--- src/rtl/bci_divider.sv ---
// Pipelined restoring divider for magnitudes, one quotient bit per stage.
// The quotient is only QB bits wide; ovf_o flags a quotient that does not fit.
module bci_divider #(
  parameter int NW  = 51,
  parameter int DMW = 35,
  parameter int QB  = 18
) (
  input  logic           clk_i,
  input  logic           en_i,
  input  logic [NW-1:0]  num_i,
  input  logic [DMW-1:0] den_i,
  output logic [QB-1:0]  quo_o,
  output logic           ovf_o
);

  localparam int RW = DMW + QB + 1;

  logic [RW-1:0]  rem_q [QB+1];
  logic [DMW-1:0] den_q [QB+1];
  logic [QB-1:0]  quo_q [QB+1];
  logic           ovf_q [QB+1];

  always_ff @(posedge clk_i) begin
    if (en_i) begin
      rem_q[0] <= RW'(num_i);
      den_q[0] <= den_i;
      quo_q[0] <= '0;
      ovf_q[0] <= (RW'(num_i) >= (RW'(den_i) << QB));
    end
  end

  for (genvar k = 1; k <= QB; k++) begin : g_step
    logic [RW-1:0] sh;
    logic [RW:0]   trial;
    assign sh    = RW'(den_q[k-1]) << (QB - k);
    assign trial = {1'b0, rem_q[k-1]} - {1'b0, sh};

    always_ff @(posedge clk_i) begin
      if (en_i) begin
        rem_q[k] <= trial[RW] ? rem_q[k-1] : trial[RW-1:0];
        den_q[k] <= den_q[k-1];
        quo_q[k] <= {quo_q[k-1][QB-2:0], ~trial[RW]};
        ovf_q[k] <= ovf_q[k-1];
      end
    end
  end

  assign quo_o = quo_q[QB];
  assign ovf_o = ovf_q[QB];

endmodule
--- config.mk ---
export PLATFORM = sky130hd
export DESIGN_NAME = bci_divider
export DESIGN_NICKNAME = d
export VERILOG_FILES = /design/src/rtl/bci_divider.sv
export SDC_FILE = /design/constraint.sdc
export NUM_CORES = 2
export LEC_CHECK = 0
export BUFFER_PORTS_ARGS = -buffer_cell sky130_fd_sc_hd__buf_4
export CORE_MARGIN = 2
export CORE_UTILIZATION = 58
export DETAILED_ROUTE_END_ITERATION = 10
export GPL_TIMING_DRIVEN = 0
export PLACE_DENSITY = 0.85
export SLEW_MARGIN = 20
export SYNTH_ARGS = -nofsm -noshare
export SYNTH_HDL_FRONTEND = slang
export SYNTH_SLANG_ARGS = --single-unit
--- constraint.sdc ---
create_clock -name clk_i -period 3.8 [get_ports clk_i]
set_input_delay 0.76 -clock clk_i [delete_from_list [all_inputs] [get_ports clk_i]]
set_output_delay 0.76 -clock clk_i [all_outputs]
set_load 0.02 [all_outputs]
==> results.sh <==
export IMPL_postSynthRegisterBits=1789
export IMPL_grt_usage_pct=28.2
export IMPL_io_buffer_count=106
export IMPL_netlist_area_um2=98600
export IMPL_htreeDepth=4
export IMPL_end_kind="flop"
export IMPL_violations="setup timing"
export IMPL_drive_above_1_share_pct=12.6
export IMPL_grt_max_degree=153
export IMPL_synth_area_per_cell_um2=11.1
export IMPL_grt_pass1_wl_mm=381
export IMPL_crit_required_ps=4410
export IMPL_dieHeight_um=416
export IMPL_start_kind="flop"
export IMPL_placed_area_um2=103000
export IMPL_path_max_fanout=5
export IMPL_vias=70000
export IMPL_final_cell_area_um2=114000
export IMPL_max_vdd_ir_drop_uv=523
export IMPL_maxSlewHeadroom_pct=30.5
export IMPL_ios=107
export IMPL_clkTransAtPathRegs_ps=60
export IMPL_crit_buf_inv=5
export IMPL_synth_fp_nets=9640
export IMPL_clock_latency_ps=870
export IMPL_postRouteAntennaNets=0
export IMPL_vias_per_cell=5.96
export IMPL_root_buffer="clkbuf_16"
export IMPL_crit_slowest_cell="edfxtp_1"
export IMPL_area_delta_synth_final_pct=15.2
export IMPL_drtPass1Iterations=8
export IMPL_worstPathCellList="inv_1 -> ha_4 -> o21a_4 -> o21ai_2 -> a21oi_2 -> a211o_1 -> a31o_4 -> a21o_4 -> a31o_4 -> nor4_4 -> buf_12 -> clkinvlp_4 -> buf_6 -> clkbuf_16 -> nor2_1 -> a21oi_1"
export IMPL_dp_hpwl_mm=183
export IMPL_ys_async_sr_fraction_pct=0
export IMPL_min_path_type="in2reg"
export IMPL_clock_fmax_mhz=256
export IMPL_finalHoldViolCount=0
export IMPL_crit_top_cell="a31o_4"
export IMPL_worst_pin_slew_ps=1030
export IMPL_synth_distinct_cells=89
export IMPL_setup_slack_ps=-104
export IMPL_gr_total_overflow=0
export IMPL_final_fill_count=11800
export IMPL_holdBufCountCts=0
export IMPL_post_route_min_period_ps=3900
export IMPL_skew_ps=40.2
export IMPL_placed_cells=11200
export IMPL_die_area_um2=173000
export IMPL_gp_congestion=1.00
export IMPL_finalSetupViolCount=32
export IMPL_wire_per_inst_um=21.5
export IMPL_netlist_instances=8874
export IMPL_hold_ws_ps=84.6
export IMPL_p_per_area_nw_per_um2=744
export IMPL_leakage_nw=45.3
export IMPL_ys_seq_area_share_pct=54.5
export IMPL_final_common_cell="edfxtp_1"
export IMPL_synthFlopType="edfxtp_1"
export IMPL_cp_arrival_ps=4510
export IMPL_core_area_um2=169000
export IMPL_drc_errors=0
export IMPL_start_util_pct=58.3
export IMPL_die_w_um=416
export IMPL_drtIter0Drc=4945
export IMPL_max_stage_delay_ps=420
export IMPL_outcome="finished with violations"
export IMPL_fin_cells=11700
export IMPL_cap_violations=0
export IMPL_layout_common_cells="1,789 x edfxtp_1, 824 x inv_1, 753 x a21oi_1"
export IMPL_rows=151
export IMPL_rsz0062_at_grt="true"
export IMPL_critical_path_class="reg2reg"
export IMPL_drt_wl_total_mm=252
export IMPL_cts_tree="built"
export IMPL_grt_antenna_before_repair=1
export IMPL_min_period_over_period_pct=103
export IMPL_fin_nets=10100
export IMPL_ys_warn_count=0
export IMPL_cts_buffer_depth=3
export IMPL_synth_edf_count=1789
export IMPL_numCtsBuffers=188
export IMPL_utilization_pct=67.2
export IMPL_crit_family="compound AO/OA/AOI/OAI gates"
export IMPL_grt_pass1_vias=72400
export IMPL_clock_sinks=1789
export IMPL_report_final_slew_viol_count=0
cells in the mapped netlist (18+ instances only):
master / n / area, µm²
a2111oi_0: 22 / 193
a211oi_1: 67 / 503
a21boi_0: 31 / 233
a21o_1: 355 / 2670
a21oi_1: 807 / 4040
a31o_2: 19 / 166
a31oi_1: 61 / 382
and2_1: 37 / 231
and3_1: 59 / 369
buf_2: 18 / 90.1
clkbuf_1: 204 / 766
edfxtp_1: 1789 / 53700
ha_1: 661 / 8270
inv_1: 839 / 3150
mux2_2: 111 / 1250
nand2_1: 684 / 2570
nand2b_1: 98 / 613
nand3_1: 143 / 716
nand3b_1: 19 / 143
nand4_1: 109 / 682
nor2_1: 536 / 2010
nor2b_1: 89 / 557
nor3_1: 120 / 601
nor4_1: 65 / 407
o211ai_1: 39 / 293
o21a_1: 74 / 556
o21ai_0: 611 / 3060
o21bai_1: 76 / 571
o31ai_1: 56 / 420
or2_2: 27 / 169
or3_1: 56 / 350
or4_1: 21 / 158
xnor2_1: 378 / 3310
xor2_1: 291 / 2550
final timing paths:
check	cells after the start	start	endpoint	slack [ps]
min	1	den_i[22]	den_q[0][22]$_DFFE_PP_	80
min reg2reg	0	quo_q[4][1]$_DFFE_PP_	quo_q[5][2]$_DFFE_PP_	410
max	16	den_q[6][5]$_DFFE_PP_	rem_q[7][18]$_DFFE_PP_	-100
max reg2reg	16	den_q[6][5]$_DFFE_PP_	rem_q[7][18]$_DFFE_PP_	-100
sequential cells by signal, summed over array words and instances, names as in the netlist:
| name | flops |
|---|---|
| ovf_q | 19 |
| rem_q | 969 |
| quo_q | 171 |
| den_q | 630 |
layout make-up:
| class | count | area, µm² | area share [%] |
|---|---|---|---|
| Multi-Input combinational cell | 6005 | 43200 | 38.1 |
| Timing Repair inverter | 1 | 8.76 | 0.00771 |
| Inverter | 843 | 3200 | 2.82 |
| Timing Repair Buffer | 308 | 2980 | 2.62 |
| Tap cell | 2218 | 2780 | 2.44 |
| Buffer | 227 | 1540 | 1.35 |
| Antenna cell | 1 | 2.50 | 0.00220 |
| Clock inverter | 121 | 1250 | 1.10 |
| Clock buffer | 228 | 4900 | 4.31 |
| Sequential cell | 1789 | 53700 | 47.3 |
what timing repair did:
action	CTS	global route
pin swaps	97	132
buffers inserted	89	88
resized for setup	492	352
gates cloned	5	5
endpoints found under the setup margin	901	754
per-layer routing:
| layer | up-vias | GRT usage [%] | share of wire (%) | wire (µm) |
|---|---|---|---|---|
| met2 | 2250 | 57.2 | 56 | 141000 |
| met1 | 33300 | 24.1 | 31 | 79000 |
| met4 | 0 | 23.0 | 9.4 | 23600 |
| met5 | - | 0 | 0 | 0 |
| li1 | 33500 | - | - | - |
| met3 | 934 | 3.13 | 3.2 | 8050 |
kinds of logic after synthesis:
logic type,synth area share (%)
compound gates,15.1
xor+xnor,5.94
fa+ha+maj,8.73
buf+inv,4.15
flops,54.5
mux,1.32
other cells,0.00380
simple gates,10.3
power by group:
group | internal, mW | switching, mW | total (mW)
Combinational | 14.8 | 21.0 | 35.8
Clock | 10.5 | 7.85 | 18.3
Sequential | 27.9 | 2.48 | 30.4
Total | 53.2 | 31.3 | 84.5
stage by stage:
stage	power (mW)	setup WS, ps	setup TNS, ps
after floorplan	54.1	122	0
after global placement	62.3	-13450	-
after detailed placement	62.8	-2720	-1499600
after CTS	82.7	-212	-217
after global routing	89.3	-170	-4650
final	84.5	-104	-1070
Note: power is estimated with default switching activity, not from simulation.
